<file path="src/sv/psh_pkg.sv">
// Shared constants and types for the polynomial substring hash block.
// Used by psh_modmul and polynomial_substring_hash; depends on nothing else.

`default_nettype none

package psh_pkg;

    localparam int unsigned STORE_DEPTH_DEFAULT = 4096;

    localparam int unsigned HASH_W  = 30;
    localparam int unsigned BYTE_W  = 8;
    localparam int unsigned INDEX_W = 12;

    typedef logic [HASH_W-1:0] hash_t;

    // Modulus, base, and the inverse of the base (base raised to modulus minus two).
    localparam hash_t HASH_MOD  = 30'd1000000007;
    localparam hash_t HASH_BASE = 30'd1000003;
    localparam hash_t BASE_INV  = 30'd486802543;

    // Barrett factor floor(2^60 / modulus) for products below 2^60.
    localparam logic [30:0] BARRETT_MU =
        31'(64'd1152921504606846976 / 64'd1000000007);

    localparam logic CMD_APPEND = 1'b0;
    localparam logic CMD_QUERY  = 1'b1;

endpackage

`default_nettype wire

</file>
<file path="src/sv/psh_modmul.sv">
// Pipelined modular multiplier: (a * b) mod 1000000007 with Barrett reduction.
// Six register stages, one new operation per cycle; depends on psh_pkg.

`default_nettype none

module psh_modmul (
    input  wire logic          clk,
    input  wire logic          rst_n,
    input  wire logic          op_valid,
    input  wire psh_pkg::hash_t op_a,
    input  wire psh_pkg::hash_t op_b,
    output logic               res_valid,
    output psh_pkg::hash_t     res_value
);

    logic [5:0]           valid_reg;
    logic [59:0]          prod_reg;
    logic [61:0]          q2_reg;
    logic [31:0]          xlo1_reg;
    logic [31:0]          xlo2_reg;
    logic [31:0]          qm_reg;
    logic [31:0]          r_reg;
    logic [30:0]          c1_reg;
    psh_pkg::hash_t       c2_reg;

    logic [59:0]          prod_full;
    logic [61:0]          q2_full;
    logic [60:0]          qm_full;
    logic [31:0]          r_value;
    logic [30:0]          c1_value;
    psh_pkg::hash_t       c2_value;

    assign prod_full = 60'(op_a) * 60'(op_b);
    assign q2_full   = 62'(prod_reg[59:29]) * 62'(psh_pkg::BARRETT_MU);
    assign qm_full   = 61'(q2_reg[61:31]) * 61'(psh_pkg::HASH_MOD);

    // The quotient estimate is short by at most two, so the remainder stays
    // below three times the modulus and fits in 32 bits.
    assign r_value  = xlo2_reg - qm_reg;
    assign c1_value = (r_reg >= 32'(psh_pkg::HASH_MOD))
                      ? 31'(r_reg - 32'(psh_pkg::HASH_MOD)) : r_reg[30:0];
    assign c2_value = (c1_reg >= 31'(psh_pkg::HASH_MOD))
                      ? 30'(c1_reg - 31'(psh_pkg::HASH_MOD)) : c1_reg[29:0];

    always_ff @(posedge clk or negedge rst_n)
    begin
        if (!rst_n)
        begin
            valid_reg <= '0;
        end
        else
        begin
            valid_reg <= {valid_reg[4:0], op_valid};
        end
    end

    always_ff @(posedge clk)
    begin
        prod_reg <= prod_full;
        q2_reg   <= q2_full;
        xlo1_reg <= prod_reg[31:0];
        qm_reg   <= qm_full[31:0];
        xlo2_reg <= xlo1_reg;
        r_reg    <= r_value;
        c1_reg   <= c1_value;
        c2_reg   <= c2_value;
    end

    assign res_valid = valid_reg[5];
    assign res_value = c2_reg;

endmodule

`default_nettype wire
</file>
<file path="config.mk">
export PLATFORM = sky130hd
export DESIGN_NAME = psh_modmul
export DESIGN_NICKNAME = d
export VERILOG_FILES = /design/src/sv/psh_pkg.sv /design/src/sv/psh_modmul.sv
export SDC_FILE = /design/constraint.sdc
export NUM_CORES = 2
export LEC_CHECK = 0
export ABC_AREA = 1
export BUFFER_PORTS_ARGS = -buffer_cell sky130_fd_sc_hd__buf_2
export CAP_MARGIN = 40
export CORE_MARGIN = 10
export CORE_UTILIZATION = 60
export DETAILED_ROUTE_END_ITERATION = 8
export MAX_ROUTING_LAYER = met4
export PLACE_DENSITY = 0.76
export SYNTH_ARGS = -nofsm -noshare
export SYNTH_HDL_FRONTEND = slang
export SYNTH_SLANG_ARGS = --single-unit
export TNS_END_PERCENT = 10
</file>
<file path="constraint.sdc">
create_clock -name clk -period 13.8 [get_ports clk]
set_clock_uncertainty 0.2 [all_clocks]
set_input_delay 0.69 -clock clk [delete_from_list [all_inputs] [get_ports clk]]
set_output_delay 0.69 -clock clk [all_outputs]
set_load 0.1 [all_outputs]
</file>
==> reports/qor.csv <==
metric,value,unit
status,"complete, no violations",
Starting Density,0.605,
Min-Delay Endpoint,valid_reg[0],
actual slew at the worst max-slew pin,0.939,ns
synthesized area,65000,sq um
Largest register FFs,60,
slew margin rel.,0.374,
largest net degree at the start of global routing,54,
GP Congestion,0.995,
largest cells by area after synthesis,"fa_1, ha_1, inv_1",
Layout Nets,10300,
routed length per placed instance,19.6,microns
"Largest delay share family, worst path",adder cells,
WP data arrival,8.04,ns
1st-iter DRT viols,3763,
R2R Path End,q2_reg[44],
WS Path Type,primary input to flop,
internal reg-to-reg setup slack,6.81,ns
period utilization,0.565,
R2R Path Start,prod_reg[58],
Vias,51500,
f_max,128,MHz
DRC,0,
TritonCTS clock tree,built,
chip width,349,microns
final setup vio count,0,
Hold Crit Class,primary input to flop,
initial antenna violation count,1,
post-synth top area share,0.377,
most frequent cells in the layout,"inv_1, nand2_1, fa_1, ha_1, nor2_1",
"Net Count, Synth",10300,
sequential area share after synthesis,0.0886,
"leading cell type in the layout, fill and taps excluded",inv_1,
Mapped Cells,8241,
Post-synth ARST share,0.0210,
CP max stage cell,buf_2,
die area,122000,sq um
crit end category,flop,
final wirelength,189000,microns
largest area contributor in the netlist,fa_1,
Final TNS setup,0,ns
Final Max Slew Viols,0,
maximum clock path buffer count,3,
Root Driver,clkbuf_16,
share of cells above drive strength 1,0.0278,
CP startpoint kind,primary input,
critical-path cell list,"buf_2, nand2_1, fa_1, fa_1, fa_1, fa_1, inv_1, fa_1, fa_1, fa_1, inv_1, fa_1, inv_1, ha_1, nand2_1, nor2_1, nand2_1, nor2_1, nand3_1, nand3b_1, xor2_1",
"EDFF count, synth",0,
port bufs,93,
Tot GR Track Use,0.326,
htree depth,2,
WP data required,14.04,ns
post-route ant nets,0,
Via density,5.34,
Worst Min Path Start,op_valid,
Seq cells post-synth,286,
Die Y,349,microns
Yosys Warn Count,0,
Tmin final,7.79,ns
number of global-route vias before repair,55600,
Hold Path Depth,1,
"Clk Latency, worst-skew pair",0.55,ns
first-pass GRT wire length,302000,microns
Buf/Inv on CP,4,
maxcap violations,0,
GR Overflow Total,0,
core area,107000,sq um
worst-path fanout max,30,
drt first pass iters,6,
post-CTS setup buffers,0,
FP Rows,120,
Post-DP HPWL,163000,microns
clock sinks,286,
R2R cell count,20,
"worst slack, placed",5.55,ns
CTS buffer count,34,
RSZ-0062 raised after global routing,false,
Boundary Pins,94,
"Primary FF master, synth",dfxtp_1,
Area growth syn-to-layout,4.51,%
"slowest stage delay, CP",0.61,ns
"Reg clk slew, reported paths",0.06,ns
final hold vios,0,
Syn Area/Cell,7.89,sq um
CP dominant cell by count,fa_1,
"Distinct cells, synth",50,
setup ws final,6.01,ns
==> layout make-up <==
type                            count  area [sq um]
Sequential cell                   286          5760
Inverter                         2456          9220
Multi-Input combinational cell   5307         49200
Clock inverter                     17           280
Tap cell                         1403          1760
Timing Repair Buffer              121           693
Antenna cell                        1          2.50
Fill cell                        9472         39400
Clock buffer                       45           983
==> cell usage after synthesis (29+ instances only) <==
master    count
ha_1        795
inv_1      2453
dfxtp_1     280
clkbuf_1    180
o21ai_0     177
o21bai_1     29
nand3_1     219
nand2_1    1851
nor3_1       30
nand4_1      65
a21oi_1     229
nor2_1      393
xor2_1      122
fa_1       1224
==> logic make-up after synthesis <==
| family | after synthesis | synth area share |
|---|---|---|
| buf+inv | 2648 | 0.154 |
| compound gates | 543 | 0.0473 |
| xor+xnor | 141 | 0.0190 |
| fa+ha+maj | 2019 | 0.530 |
| simple gates | 2604 | 0.161 |
| flops | 286 | 0.0886 |
==> what timing repair did <==
item | 4_1_cts | 5_1_grt
endpoints found under the hold margin | 6 | 0
resized for setup | 0 | 0
endpoints found under the setup margin | 0 | 0
hold buffers | 1 | 0
==> routing by layer <==
metal	global-route usage	wire (microns)	vias up	share of wire
met4	0.120	8470	0	0.045
met1	0.402	76100	25000	0.40
met3	0.0446	13700	417	0.072
met2	0.544	90900	2049	0.48
li1	-	-	24000	-
met5	-	0	-	0
==> worst max-delay path by stage <==
stage | start | to | slack [ns] | cells past startpoint
final | op_b[6] | prod_reg[38] | 6.01 | 21
after global placement | op_b[21] | prod_reg[38] | 5.53 | 23
after global routing | op_b[6] | prod_reg[38] | 5.85 | 21
after CTS | op_a[15] | prod_reg[38] | 6.11 | 23
after detailed placement | op_a[15] | prod_reg[38] | 5.55 | 23
after floorplan | op_b[4] | prod_reg[33] | 7.08 | 29
==> metrics by stage <==
stage	hold WS [ns]	utilization	area [sq um]	std cells
5_1_grt	0.0325	0.633	67900	9636
4_1_cts	0.0311	0.633	67900	9635
2_1_floorplan	0.110	-	65000	8241
3_3_place_gp	0.110	0.620	66600	9570
6_report	0.0573	0.633	67900	9636
3_5_place_dp	0.112	0.621	66600	9572
Power is left out: the tool's default activity adds up to more than one toggle a clock period on the data nets, which glitch-free logic cannot reach.
